**config.mk**
```make
export PLATFORM = sky130hd
export DESIGN_NAME = four_byte_alu_branch_executor
export DESIGN_NICKNAME = d
export VERILOG_FILES = /design/src/rtl/fbx_pkg.sv /design/src/rtl/four_byte_alu_branch_executor.sv
export VERILOG_INCLUDE_DIRS = /design/src /design/src/rtl
export SDC_FILE = /design/constraint.sdc
export NUM_CORES = 1
export LEC_CHECK = 0
export ABC_AREA = 1
export ABC_CLOCK_PERIOD_IN_PS = 7000
export BUFFER_PORTS_ARGS = -buffer_cell sky130_fd_sc_hd__buf_2
export CAP_MARGIN = 20
export CORE_ASPECT_RATIO = 2
export CORE_MARGIN = 5
export CORE_UTILIZATION = 65
export CTS_BUF_LIST = sky130_fd_sc_hd__clkbuf_4
export DETAILED_ROUTE_END_ITERATION = 10
export MAX_ROUTING_LAYER = met4
export PLACE_DENSITY_LB_ADDON = 0.3
export SLEW_MARGIN = 0
export SYNTH_ARGS = -nofsm -noshare
export SYNTH_HDL_FRONTEND = slang
export SYNTH_SLANG_ARGS = --single-unit
```
**constraint.sdc**
```tcl
create_clock -name clk -period 7 [get_ports clk]
set_input_delay 1.4 -clock clk [delete_from_list [all_inputs] [get_ports clk]]
set_output_delay 1.4 -clock clk [all_outputs]
set_load 0.1 [all_outputs]
```
**src/rtl/four_byte_alu_branch_executor_macros.svh**
```systemverilog
// assertion helpers used by the executor rtl file
`ifndef FOUR_BYTE_ALU_BRANCH_EXECUTOR_MACROS_SVH
`define FOUR_BYTE_ALU_BRANCH_EXECUTOR_MACROS_SVH

// same-cycle implication
`define FBX_ASSERT_IMP(lbl, clk, rst_n, ante, cons) \
  lbl: assert property (@(posedge clk) disable iff (!rst_n) (ante) |-> (cons)) \
    else $error("fbx same-cycle check failed");

// next-cycle implication
`define FBX_ASSERT_NXT(lbl, clk, rst_n, ante, cons) \
  lbl: assert property (@(posedge clk) disable iff (!rst_n) (ante) |=> (cons)) \
    else $error("fbx next-cycle check failed");

`endif

```
**src/rtl/fbx_pkg.sv**
```systemverilog
package fbx_pkg;

  // opcode flag bits
  localparam int unsigned IMM_A_BIT = 7;
  localparam int unsigned IMM_B_BIT = 6;
  localparam int unsigned IMM_D_BIT = 5;

  // operation codes (low six opcode bits)
  typedef enum logic [5:0] {
    OP_ADD = 6'd0,
    OP_SUB = 6'd1,
    OP_AND = 6'd2,
    OP_OR  = 6'd3,
    OP_NOT = 6'd4,
    OP_XOR = 6'd5,
    OP_EQ  = 6'd32,
    OP_NEQ = 6'd33,
    OP_LT  = 6'd34,
    OP_LE  = 6'd35,
    OP_GT  = 6'd36,
    OP_GE  = 6'd37
  } op_code_t;

  // result status codes
  typedef enum logic [2:0] {
    ST_OK         = 3'd0,
    ST_BAD_SRC    = 3'd1,
    ST_BAD_DEST   = 3'd2,
    ST_BAD_OP     = 3'd3,
    ST_NEG_TARGET = 3'd4,
    ST_PC_OVF     = 3'd5,
    ST_STOPPED    = 3'd6
  } status_t;

  // register index of the input port / output register
  localparam logic [7:0] PORT_IDX = 8'd7;

  // program counter step and last address that can still advance
  localparam logic [31:0] PC_STEP = 32'd4;
  localparam logic [31:0] PC_MAX  = 32'hFFFF_FFFB;

endpackage

```
**src/rtl/four_byte_alu_branch_executor.sv**
```systemverilog
// Executes one four-byte ALU or compare-branch instruction per transaction and
// returns the new program counter, output register, branch flag and status.
// Throughput is one transaction per clock unless a result stall holds it.
// Input acceptance captures the instruction and reads the register file (two
// write-first copies with registered read data) into the execute stage inputs;
// advance then runs the ALU/compare, commits state and loads the result register.
// A result stall holds the execute stage and reaches in_stall in the same cycle.
// Any error sets a sticky stop; afterwards every transaction reports status 6.
module four_byte_alu_branch_executor #(
  parameter int NUM_REGS = 6
) (
  input  logic               clk,
  input  logic               rst_n,
  input  logic               in_valid,
  output logic               in_stall,
  input  logic [7:0]         in_opcode,
  input  logic signed [7:0]  in_src_a_byte,
  input  logic signed [7:0]  in_src_b_byte,
  input  logic signed [7:0]  in_dest_byte,
  input  logic signed [31:0] in_in_value,
  output logic               out_valid,
  input  logic               out_stall,
  output logic [31:0]        out_next_pc,
  output logic signed [31:0] out_out_value,
  output logic               out_taken,
  output logic [2:0]         out_status
);

`include "four_byte_alu_branch_executor_macros.svh"

  localparam int         RIDX_W = (NUM_REGS > 1) ? $clog2(NUM_REGS) : 1;
  localparam logic [7:0] NREG8  = 8'(NUM_REGS);

  // handshake
  logic s1_vld_r;
  logic out_vld_r;
  logic in_acc;
  logic advance;

  assign advance  = s1_vld_r && (!out_vld_r || !out_stall);
  assign in_stall = s1_vld_r && !advance;
  assign in_acc   = in_valid && !in_stall;

  // architectural state
  logic [31:0]         pc_r;
  logic [31:0]         out_reg_r;
  logic                stopped_r;
  logic [NUM_REGS-1:0] rf_vld_r;
  logic [31:0]         rf_ab [NUM_REGS];
  logic [31:0]         rf_d [NUM_REGS];

  // execute stage input register
  logic [7:0]  op_r;
  logic [7:0]  a_byte_r;
  logic [7:0]  b_byte_r;
  logic [7:0]  d_byte_r;
  logic [31:0] port_r;
  logic [31:0] rd_a_r;
  logic [31:0] rd_b_r;
  logic [31:0] rd_d_r;

  // register file write from the execute stage
  logic              rf_we;
  logic [RIDX_W-1:0] rf_widx;
  logic [31:0]       alu_res;

  // read addresses taken straight from the input ports
  logic              hit_a;
  logic              hit_b;
  logic              hit_d;
  logic [RIDX_W-1:0] ridx_a;
  logic [RIDX_W-1:0] ridx_b;
  logic [RIDX_W-1:0] ridx_d;

  always_comb begin
    hit_a  = $unsigned(in_src_a_byte) < NREG8;
    hit_b  = $unsigned(in_src_b_byte) < NREG8;
    hit_d  = $unsigned(in_dest_byte) < NREG8;
    ridx_a = hit_a ? in_src_a_byte[RIDX_W-1:0] : '0;
    ridx_b = hit_b ? in_src_b_byte[RIDX_W-1:0] : '0;
    ridx_d = hit_d ? in_dest_byte[RIDX_W-1:0] : '0;
  end

  // input stage valid
  always_ff @(posedge clk) begin
    if (!rst_n) begin
      s1_vld_r <= 1'b0;
    end else if (in_acc) begin
      s1_vld_r <= 1'b1;
    end else if (advance) begin
      s1_vld_r <= 1'b0;
    end
  end

  // input stage payload
  always_ff @(posedge clk) begin
    if (in_acc) begin
      op_r     <= in_opcode;
      a_byte_r <= in_src_a_byte;
      b_byte_r <= in_src_b_byte;
      d_byte_r <= in_dest_byte;
      port_r   <= in_in_value;
    end
  end

  // entry valid bits, cleared at reset so unwritten entries read zero
  always_ff @(posedge clk) begin
    if (!rst_n) begin
      rf_vld_r <= '0;
    end else if (rf_we) begin
      rf_vld_r[rf_widx] <= 1'b1;
    end
  end

  // source copy of the register file, write-first registered reads
  always_ff @(posedge clk) begin
    if (rf_we) begin
      rf_ab[rf_widx] <= alu_res;
    end
    if (in_acc) begin
      if (rf_we && rf_widx == ridx_a) begin
        rd_a_r <= alu_res;
      end else if (!rf_vld_r[ridx_a]) begin
        rd_a_r <= '0;
      end else begin
        rd_a_r <= rf_ab[ridx_a];
      end
      if (rf_we && rf_widx == ridx_b) begin
        rd_b_r <= alu_res;
      end else if (!rf_vld_r[ridx_b]) begin
        rd_b_r <= '0;
      end else begin
        rd_b_r <= rf_ab[ridx_b];
      end
    end
  end

  // destination copy of the register file
  always_ff @(posedge clk) begin
    if (rf_we) begin
      rf_d[rf_widx] <= alu_res;
    end
    if (in_acc) begin
      if (rf_we && rf_widx == ridx_d) begin
        rd_d_r <= alu_res;
      end else if (!rf_vld_r[ridx_d]) begin
        rd_d_r <= '0;
      end else begin
        rd_d_r <= rf_d[ridx_d];
      end
    end
  end

  // operand decode
  logic        imm_a;
  logic        imm_b;
  logic        imm_d;
  logic [5:0]  code;
  logic        a_ok;
  logic        b_ok;
  logic        d_ok;
  logic        d_is_reg;
  logic        d_is_out;
  logic [31:0] val_a;
  logic [31:0] val_b;
  logic [31:0] val_d;

  always_comb begin
    imm_a    = op_r[fbx_pkg::IMM_A_BIT];
    imm_b    = op_r[fbx_pkg::IMM_B_BIT];
    imm_d    = op_r[fbx_pkg::IMM_D_BIT];
    code     = op_r[5:0];
    a_ok     = imm_a || a_byte_r < NREG8 || a_byte_r == fbx_pkg::PORT_IDX;
    b_ok     = imm_b || b_byte_r < NREG8 || b_byte_r == fbx_pkg::PORT_IDX;
    d_is_reg = !imm_d && d_byte_r < NREG8;
    d_is_out = !imm_d && !d_is_reg && d_byte_r == fbx_pkg::PORT_IDX;
    d_ok     = imm_d || d_is_reg || d_is_out;
    if (imm_a) begin
      val_a = {{24{a_byte_r[7]}}, a_byte_r};
    end else if (a_byte_r < NREG8) begin
      val_a = rd_a_r;
    end else begin
      val_a = port_r;
    end
    if (imm_b) begin
      val_b = {{24{b_byte_r[7]}}, b_byte_r};
    end else if (b_byte_r < NREG8) begin
      val_b = rd_b_r;
    end else begin
      val_b = port_r;
    end
    if (imm_d) begin
      val_d = {{24{d_byte_r[7]}}, d_byte_r};
    end else if (d_is_reg) begin
      val_d = rd_d_r;
    end else begin
      val_d = out_reg_r;
    end
  end

  // alu and compare
  logic is_alu;
  logic op_ok;
  logic cond;

  always_comb begin
    alu_res = '0;
    is_alu  = 1'b0;
    op_ok   = 1'b1;
    cond    = 1'b0;
    case (code)
      fbx_pkg::OP_ADD: begin alu_res = val_a + val_b; is_alu = 1'b1; end
      fbx_pkg::OP_SUB: begin alu_res = val_a - val_b; is_alu = 1'b1; end
      fbx_pkg::OP_AND: begin alu_res = val_a & val_b; is_alu = 1'b1; end
      fbx_pkg::OP_OR:  begin alu_res = val_a | val_b; is_alu = 1'b1; end
      fbx_pkg::OP_NOT: begin alu_res = ~val_a;        is_alu = 1'b1; end
      fbx_pkg::OP_XOR: begin alu_res = val_a ^ val_b; is_alu = 1'b1; end
      fbx_pkg::OP_EQ:  cond = (val_a == val_b);
      fbx_pkg::OP_NEQ: cond = (val_a != val_b);
      fbx_pkg::OP_LT:  cond = ($signed(val_a) < $signed(val_b));
      fbx_pkg::OP_LE:  cond = !($signed(val_b) < $signed(val_a));
      fbx_pkg::OP_GT:  cond = ($signed(val_b) < $signed(val_a));
      fbx_pkg::OP_GE:  cond = !($signed(val_a) < $signed(val_b));
      default:         op_ok = 1'b0;
    endcase
  end

  // status, commit and next state
  logic              pre_ok;
  logic              out_we;
  fbx_pkg::status_t  status;
  logic [31:0]       pc_nxt;
  logic [31:0]       out_reg_nxt;

  always_comb begin
    pre_ok  = !stopped_r && a_ok && b_ok && d_ok && op_ok;
    rf_we   = advance && pre_ok && is_alu && d_is_reg;
    out_we  = pre_ok && is_alu && d_is_out;
    rf_widx = d_byte_r[RIDX_W-1:0];
    pc_nxt  = pc_r;
    if (stopped_r) begin
      status = fbx_pkg::ST_STOPPED;
    end else if (!a_ok || !b_ok) begin
      status = fbx_pkg::ST_BAD_SRC;
    end else if (!d_ok) begin
      status = fbx_pkg::ST_BAD_DEST;
    end else if (!op_ok) begin
      status = fbx_pkg::ST_BAD_OP;
    end else if (cond && val_d[31]) begin
      status = fbx_pkg::ST_NEG_TARGET;
    end else if (cond) begin
      status = fbx_pkg::ST_OK;
      pc_nxt = val_d;
    end else if (pc_r > fbx_pkg::PC_MAX) begin
      status = fbx_pkg::ST_PC_OVF;
    end else begin
      status = fbx_pkg::ST_OK;
      pc_nxt = pc_r + fbx_pkg::PC_STEP;
    end
    out_reg_nxt = out_we ? alu_res : out_reg_r;
  end

  // architectural registers
  always_ff @(posedge clk) begin
    if (!rst_n) begin
      pc_r      <= '0;
      out_reg_r <= '0;
      stopped_r <= 1'b0;
    end else if (advance) begin
      pc_r      <= pc_nxt;
      out_reg_r <= out_reg_nxt;
      stopped_r <= stopped_r || status != fbx_pkg::ST_OK;
    end
  end

  // result register
  always_ff @(posedge clk) begin
    if (!rst_n) begin
      out_vld_r <= 1'b0;
    end else if (advance) begin
      out_vld_r <= 1'b1;
    end else if (!out_stall) begin
      out_vld_r <= 1'b0;
    end
  end

  always_ff @(posedge clk) begin
    if (advance) begin
      out_next_pc   <= pc_nxt;
      out_out_value <= out_reg_nxt;
      out_taken     <= status == fbx_pkg::ST_OK && cond;
      out_status    <= status;
    end
  end

  assign out_valid = out_vld_r;

  // checks
  `FBX_ASSERT_NXT(a_stop_sticky, clk, rst_n, stopped_r, stopped_r)
  `FBX_ASSERT_IMP(a_no_write_stopped, clk, rst_n, rf_we, !stopped_r && advance)
  `FBX_ASSERT_NXT(a_pc_frozen, clk, rst_n, advance && stopped_r, pc_r == $past(pc_r))
  `FBX_ASSERT_IMP(a_taken_ok, clk, rst_n, out_vld_r && out_taken,
                  out_status == fbx_pkg::ST_OK)

endmodule
```
Yosys cells after proc, flatten, opt, wreduce, memory -nomap -nowiden
Memory sizes are Yosys's and may differ from the RTL's.
Cells that the tools add are included.
{"block": "word_totals", "inputBits": 68, "register_bits": 301, "ramBits": 384, "memories": 2}
{"block": "classes", "muxes": 48, "order_cmp": 14, "n_addsub": 3, "n_bitwise": 5, "n_eq_ne": 20, "n_reduce_logical": 47}
{"name": "rf_ab", "words": 6, "word_bits": 32, "rd": 2, "rd_ports_with_merged_regs": 0, "write_ports": 1, "line_no": "four_byte_alu_branch_executor.sv:49", "text": "logic [31:0] rf_ab [NUM_REGS];"}
{"name": "rf_d", "words": 6, "word_bits": 32, "rd": 1, "rd_ports_with_merged_regs": 0, "write_ports": 1, "line_no": "four_byte_alu_branch_executor.sv:50", "text": "logic [31:0] rf_d [NUM_REGS];"}
{"cell": "$mux W32", "count": 20}
{"cell": "$pmux W32 S6", "count": 1}
{"cell": "$lt A32 B32 Y1", "count": 2}
{"cell": "$lt A8 B3 Y1 const B", "count": 6}
{"cell": "$eq A6 B6 Y1 const B", "count": 6}
{"cell": "$add A32 B3 Y32 const B", "count": 1}
{"cell": "$add A32 B32 Y32", "count": 1}
{"cell": "$and A32 B32 Y32", "count": 1}
{"cell": "$eq A32 B32 Y1", "count": 1}
{"cell": "$gt A32 B32 Y1 const B", "count": 1}
{"cell": "$ne A32 B32 Y1", "count": 1}
{"cell": "$not A32 Y32", "count": 1}
{"cell": "$or A32 B32 Y32", "count": 1}
{"cell": "$sub A32 B32 Y32", "count": 1}
{"cell": "$xor A32 B32 Y32", "count": 1}
{"cell": "$mux W3", "count": 10}
{"cell": "$eq A8 B3 Y1 const B", "count": 3}
{"cell": "$logic_and A1 B1 Y1", "count": 21}
{"cell": "$lt A3 B4 Y1 const B", "count": 4}
{"cell": "$eq A6 B2 Y1 const B", "count": 2}
{"cell": "$eq A6 B3 Y1 const B", "count": 2}
{"cell": "$mux W1", "count": 12}
{"cell": "$reduce_or A12 Y1", "count": 1}
{"cell": "$logic_not A1 Y1", "count": 11}
{"cell": "14 further kinds", "count": 26}

Logic depth before layout (Yosys ltp)
Gate-level depths: netlist of run 1.
{"block": "logic_depth", "word_depth": 14, "mapped_depth": 32, "ltp_nobuf": 31}

Worst setup path before layout of run 1
Ideal clock, no wire load.
{"block": "synth_path", "kind": "input -> register", "start": "in out_stall", "end": "reg a_byte_r[0], enable pin", "path_slack_ns": 1.585, "t_required_ns": 6.147, "setup_ns": 0.853, "arrival_time_ns": 4.562, "n_path_buf": 0, "path_stages": 5, "path_cell_list": "nand2_1 -> nor2_1 -> inv_1 -> nand2_1 -> inv_1"}
{"block": "synth_between", "elab_chain_len": 7}
{"element": "start: declaration", "line_no": "four_byte_alu_branch_executor.sv:22", "text": "input logic out_stall,"}
{"element": "$logic_not A1 Y1"}
{"element": "$logic_or A1 B1 Y1", "line_no": "four_byte_alu_branch_executor.sv:40", "text": "assign advance = s1_vld_r && (!out_vld_r || !out_stall);"}
{"element": "$logic_and A1 B1 Y1", "line_no": "four_byte_alu_branch_executor.sv:40"}
{"element": "$logic_not A1 Y1", "line_no": "four_byte_alu_branch_executor.sv:41", "text": "assign in_stall = s1_vld_r && !advance;"}
{"element": "$logic_and A1 B1 Y1", "line_no": "four_byte_alu_branch_executor.sv:41"}
{"element": "via in_stall", "line_no": "four_byte_alu_branch_executor.sv:15", "text": "output logic in_stall,"}
{"element": "$logic_not A1 Y1", "line_no": "four_byte_alu_branch_executor.sv:42", "text": "assign in_acc = in_valid && !in_stall;"}
{"element": "$logic_and A1 B1 Y1", "line_no": "four_byte_alu_branch_executor.sv:42"}
{"element": "via in_acc", "line_no": "four_byte_alu_branch_executor.sv:37", "text": "logic in_acc;"}
{"element": "end signal: assignment", "line_no": "four_byte_alu_branch_executor.sv:99", "text": "a_byte_r <= in_src_a_byte;"}
{"element": "end: declaration", "line_no": "four_byte_alu_branch_executor.sv:54", "text": "logic [7:0] a_byte_r;"}
The timed path passes the listed nets, and every way through them passes these cells.
A chain may end at the register's enable or synchronous reset.

Final worst setup path of run 1
{"block": "layout_path", "start": "reg a_byte_r[5]", "end": "reg rd_b_r[27] (data pin)"}
{"element": "$lt A8 B3 Y1", "line_no": "four_byte_alu_branch_executor.sv:180", "text": "end else if (a_byte_r < NREG8) begin"}
{"element": "$mux W32", "line_no": "four_byte_alu_branch_executor.sv:180"}
{"element": "$mux W32 (*)", "line_no": "four_byte_alu_branch_executor.sv:178", "text": "if (imm_a) begin"}
{"element": "$sub A32 B32 Y32 (tied with other cells)", "line_no": "four_byte_alu_branch_executor.sv:213", "text": "fbx_pkg::OP_SUB: begin alu_res = val_a - val_b; is_alu = 1'b1; end"}
{"element": "$pmux W32 S6 (*)", "line_no": "four_byte_alu_branch_executor.sv:211", "text": "case (code)"}
{"element": "via alu_res[27]", "line_no": "four_byte_alu_branch_executor.sv:65", "text": "logic [31:0] alu_res;"}
{"element": "$mux W32 (*)", "line_no": "four_byte_alu_branch_executor.sv:128", "text": "if (rf_we && rf_widx == ridx_b) begin"}
{"element": "end signal: assignment", "line_no": "four_byte_alu_branch_executor.sv:129", "text": "rd_b_r <= alu_res;"}
{"element": "end signal: assignment", "line_no": "four_byte_alu_branch_executor.sv:133", "text": "rd_b_r <= rf_ab[ridx_b];"}
{"element": "end: declaration", "line_no": "four_byte_alu_branch_executor.sv:59", "text": "logic [31:0] rd_b_r;"}
Mark *: on every way through the listed nets, which the timed path passes. The rest lies on a longest branch.

==> results.md, run 1 <==
* Outcome: finished clean
* Commonest non-fill, non-tap cell in the layout: nand2_1
* Pre-CTS setup slack at 1.24 ns
* H-tree Lvls at 3
* Pin count of the biggest net entering global routing at 91
* Fin nets at 3,973
* Synth top area share at 0.402
* Worst Clk Skew at 0.0874 ns
* Cell Chain, Critical Path: nor2_1, nand3_1, nor3_4, buf_4, inv_2, nand2_1, o211ai_1, o21ai_0, inv_1, ha_1, inv_1, nand2_1, o21ai_0, inv_1, o21ai_1, inv_2, o21ai_1, nand3_1, nand2_1, nand2_1, nand3_1, nand3_1, nand2_1, o31ai_1
* Mapped Cells at 3,708
* Count of input and output buffers at 137
* Util after Layout at 0.705
* Dominant cells by area after synthesis: edfxtp_1 40%, nand2_1 10%, inv_1 5.9%, ha_1 5.5%, dfxtp_1 4.9%
* Hold Vio Cnt, Final at 0
* First-pass detailed-route iteration total at 6
* GRT overflow at 0
* Most used cell, CP: nand2_1
* Die area at 50,100 µm²
* CP max-delay cell: o21ai_1
* Area leader, netlist: edfxtp_1
* Vias in the first global route at 27,450
* Initial antenna violation count at 2
* Setup TNS Final at 0 ns
* Die W at 161 µm
* Die Ht at 312 µm
* Placed insts at 4,232
* Setup WS post-layout at 1.05 ns
* F_max at 168 MHz
* Critical Path Source Type: register
* Setup CP Type: register to register
* Final Power at 6.59 mW
* Final WL at 103,000 µm
* Starting density of the core at 0.657
* Vias at 27,826
* Worst ir drop on vdd at 196 µV
* Core area at 45,000 µm²
* Sequential cell area fraction in the yosys report at 0.452
* Worst-margin pin slew at 1.10 ns
* Req. time, crit path at 7.50 ns
* Synthesis warning total at 0
* GPL Wtd Cong at 1.06
* Syn_area_per_cell at 7.97 µm²
* Max Cap Viol at 0
* Final setup viols at 0
* Antenna-violating nets left at 0
* Drt drc at 0
* RSZ-0062 raised after global routing: no
* Commonest cells after routing, fill and taps aside: 798 x nand2_1, 464 x inv_1, 396 x edfxtp_1, 302 x nor2_1, 237 x nand3_1
* Crit path largest cell delay at 0.62 ns
* Rel. slew slack at 0.268
* Worst Path Arrival at 6.46 ns
* Wire per inst at 23.3 µm
* CTS buffer count at 98
* Worst skew pair latency at 0.84 ns
* Finished Layout Cells at 4,416
* Crit path max fanout at 39
* # IOs at 138
* Pleak at 14.0 nW
* CTS Root Cell: clkbuf_4
* Layout area overhead at 7.38%
* GRT Util Overall at 0.411
* Clk sinks at 469
* CTS tree: done
* Period utilization at 0.850
* Hpwl dp at 75,000 µm
* Syn Std Cell Area at 29,600 µm²
* Drt initial violations at 2,732
* Cell variety after synth at 61
* Min-delay worst type: register to register
* Cell Pwr Density at 207 nW/µm²
* Post_cts resized at 0
* Share of cells above drive strength 1 at 0.113
* Maximum root-to-sink buffer count at 3
* Synthesized flop and latch total at 469
* Fin. max-slew vios at 0
* CP endpoint kind: register
* Syn Nets at 3,908
* Vias/cell at 6.30
* Post-CTS Setup Bufs at 0
* Hold_buf cts at 0
* Worst-path clk slew at 0.09 ns
* First-pass GRT wire length at 154,000 µm
* Min Tclk post-route at 5.95 ns
* Row cnt at 110
-- critical path: cells and delay by family, from the launching register on --
kind / cells / cell delay (ns)
AOI/OAI and AO/OA: 6 / 1.91
and+or+nand+nor: 11 / 1.73
buffers and inverters: 6 / 1.18
DFF: 1 / 0.42
adders and majority gates: 1 / 0.37
-- power by group --
group	switching (mW)	leakage (nW)	internal [mW]	total, mW
combinational	0.973	9.16	0.323	1.30
clock	1.08	0.770	1.03	2.11
sequential	0.0615	4.09	3.12	3.18
-- synthesized netlist by cell type, drive strengths merged --
cell,instances
nor3,36
a2111oi,1
a221oi,14
and2,10
o21ai,320
xor2,30
o31ai,7
buf,65
a31oi,7
o2111a,1
and3,2
a211oi,10
fa,2
o21bai,8
a21o,6
o211ai,87
nor3b,1
nor2,319
clkbuf,154
nand2,804
nor4,14
a22oi,36
nand3,238
o32ai,1
clkinv,10
o221ai,25
dfxtp,73
a21oi,232
o311ai,1
o22ai,40
a21boi,10
nand3b,5
o211a,3
ha,130
or2,29
edfxtp,396
xnor2,2
a32o,7
o2111ai,35
o21a,8
nand4,34
inv,495
-- cell type report --
cell class | instances | area (µm²)
repair buffers | 184 | 1040
clock inverters | 36 | 208
fillers | 3629 | 13300
multi-input cells | 2515 | 13500
diodes | 2 | 5.00
inverters | 505 | 1900
flip-flops and latches | 469 | 13400
well taps | 560 | 701
clock buffers | 145 | 1090
-- sequential cells by signal (all words and copies together) (netlist names), 3 cells and up --
signal	count
rf_ab	32
rd_d_r	8
pc_r	32
out_out_value	32
out_next_pc	32
rf_d	160
port_r	32
rd_a_r	32
d_byte_r	8
b_byte_r	8
rf_vld_r	6
out_status	3
a_byte_r	8
rd_b_r	32
op_r	8
out_reg_r	32
-- worst paths after layout --
kind                     from    endpoint  slack (ns)  depth (start not counted)
hold reg to reg     out_valid   out_valid        0.51                          2
setup reg to reg  a_byte_r[5]  rd_b_r[27]        1.05                         24
setup / recovery  a_byte_r[5]  rd_b_r[27]        1.05                         24
hold / removal      out_valid   out_valid        0.51                          2
-- routing by layer --
| layer | up-vias | GRT usage | wire [µm] |
|---|---|---|---|
| met1 | 12743 | 0.413 | 32300 |
| li1 | 12747 | - | - |
| met3 | 578 | 0.0702 | 9210 |
| met4 | 0 | 0.320 | 10000 |
| met2 | 1758 | 0.703 | 51400 |
| met5 | - | - | 0 |
-- metrics by stage --
stage / area [µm²] / hold slack (ns)
global route: 31700 / 0.549
global placement: 30400 / 0.495
finish: 31700 / 0.511
detailed placement: 30400 / 0.502
floorplan: 29600 / 0.457
CTS: 31700 / 0.513
-- cells by family after synthesis --
logic type / count (synthesis) / synth area share
AO/OA/AOI/OAI: 859 / 0.174
XOR/XNOR: 32 / 0.00948
adder cells (fa/ha/maj): 132 / 0.0564
buffers and inverters: 724 / 0.0947
flip-flops: 469 / 0.452
AND/OR/NAND/NOR: 1492 / 0.214
No activity file was read; power rests on OpenSTA's default activity.
==> run 2, diff against run 1 <==
Settings changed: CORE_UTILIZATION 65 to 35.
==> run 2 against run 1 <==
Against the previous run: die area increased by 81%; count of clock-buffer cells in the layout decreased by 1; clock skew increased by 0.036 ns; clock power increased by 9%; critical endpoint is now out_out_value[23]; routed wire length increased by 9.5%; non-clock buffer count increased by 13; core utilization decreased by 32 points; final area increased by 2.6%; setup slack improved by 0.30 ns; final cell count increased by 12%; sequential share of layout area decreased by 1.1 points; hold slack about the same.
==> results.md, run 2 (synthesis gave the netlist of run 1 again) <==
* Row cnt at 150
* Wire per inst at 22.8 µm
* Worst Path Arrival at 6.30 ns
* Vias in the first global route at 26,880
* Crit path largest cell delay at 0.54 ns
* Most flops, register: rf_d
* RSZ-0062 raised after global routing: no
* First-pass GRT wire length at 165,000 µm
* GPL Wtd Cong at 1.02
* CTS tree: done
* CP max-delay cell: o21ai_1
* Antenna-violating nets left at 0
* Core area at 83,700 µm²
* Outcome: finished clean
* Drt initial violations at 2,306
* Worst Clk Skew at 0.124 ns
* Worst ir drop on vdd at 176 µV
* Period utilization at 0.808
* CP Depth at 21
* Critical path's top delay family: simple AND/OR/NAND/NOR gates
* Final Power at 6.79 mW
* Pleak at 14.1 nW
* Pin count of the biggest net entering global routing at 91
* Die W at 216 µm
* Post_cts resized at 0
* GRT overflow at 0
* Max Cap Viol at 0
* Req. time, crit path at 7.65 ns
* Hold_buf cts at 0
* GRT Util Overall at 0.246
* Layout area overhead at 10.2%
* Commonest non-fill, non-tap cell in the layout: nand2_1
* Rel. slew slack at 0.266
* H-tree Lvls at 3
* Max reg flops at 160
* Most used cell, CP: inv_1
* CTS buffer count at 105
* Buf+Inv Stages, Crit Path at 5
* Critical Path Source Type: register
* Commonest cells after routing, fill and taps aside: 797 x nand2_1, 464 x inv_1, 396 x edfxtp_1, 302 x nor2_1, 237 x nand3_1
* Clk sinks at 469
* Cell Pwr Density at 209 nW/µm²
* CP endpoint kind: register
* Drt drc at 0
* Die area at 90,700 µm²
* Final setup viols at 0
* Share of cells above drive strength 1 at 0.116
* Die Ht at 421 µm
* Min Tclk post-route at 5.65 ns
* Initial antenna violation count at 4
* Min-delay worst type: register to register
* R2R depth at 21
* Post-CTS Setup Bufs at 0
* Vias/cell at 5.51
* Hpwl dp at 82,800 µm
* Post-DP Area at 31,200 µm²
* Setup CP Type: register to register
* Setup TNS Final at 0 ns
* Crit path max fanout at 32
* Multi-input logic area at 13,500 µm²
* Final WL at 113,000 µm
* F_max at 177 MHz
* Vias at 27,211
* Hold Vio Cnt, Final at 0
* Maximum root-to-sink buffer count at 3
* Fillers at 8,705
* Fin nets at 3,993
* Cell Chain, Critical Path: nor2_1, nand3_1, nor3_4, inv_2, nand2_1, o211ai_1, o21ai_0, inv_1, ha_1, inv_1, nand2_1, o21ai_0, inv_1, o21ai_1, nand3_1, nand3_1, a21oi_1, o21ai_0, nand4_1, a21boi_1, inv_1
* # IOs at 138
* Hold Crit Depth at 2
* Register area at 13,400 µm²
* First-pass detailed-route iteration total at 6
* Worst-path clk slew at 0.08 ns
* Count of input and output buffers at 137
* Starting density of the core at 0.353
* Worst-margin pin slew at 1.09 ns
* CTS Root Cell: clkbuf_4
* Worst skew pair latency at 1.00 ns
* Final Cell Area at 32,600 µm²
* Hold slack final at 0.511 ns
* Fin. max-slew vios at 0
run 2: path summary, 6_finish.rpt:
path | start | end | slack (ns)
max | a_byte_r[6] | out_out_value[23] | 1.35
min | s1_vld_r | out_valid | 0.51
max reg2reg | a_byte_r[6] | out_out_value[23] | 1.35
min reg2reg | s1_vld_r | out_valid | 0.51
run 2: worst min-delay path, cell delays in order, from the launching register on:
cell	delay [ns]
dfxtp_1	0.30
inv_1	0.11
a21oi_1	0.08
run 2: through the flow:
step	setup WS [ns]	instances	utilization
2_1_floorplan	1.58	3708	-
3_3_place_gp	1.52	4748	0.372
3_5_place_dp	1.44	4748	0.372
4_1_cts	1.40	4934	0.389
5_1_grt	0.945	4941	0.389
6_report	1.35	4941	0.389
run 2: per-layer routing:
metal / wire (µm) / GRT usage / vias up
met5: 0 / - / -
met3: 6250 / 0.0362 / 448
met2: 58400 / 0.443 / 1184
met1: 39500 / 0.247 / 12756
li1: - / - / 12823
met4: 8520 / 0.156 / 0
run 2: final cells by class:
class,count,share of cell area
sequential,469,0.410
clock inverter,42,0.00922
antenna,5,0.000384
clock buffer,144,0.0332
tap,1064,0.0409
inverter,505,0.0583
timing repair buffer,197,0.0349
multi-input combinational,2515,0.413
run 2: power breakdown:
group	total [mW]	switching [mW]	internal (mW)
clock	2.29	1.15	1.14
combinational	1.31	0.986	0.327
sequential	3.19	0.0663	3.12
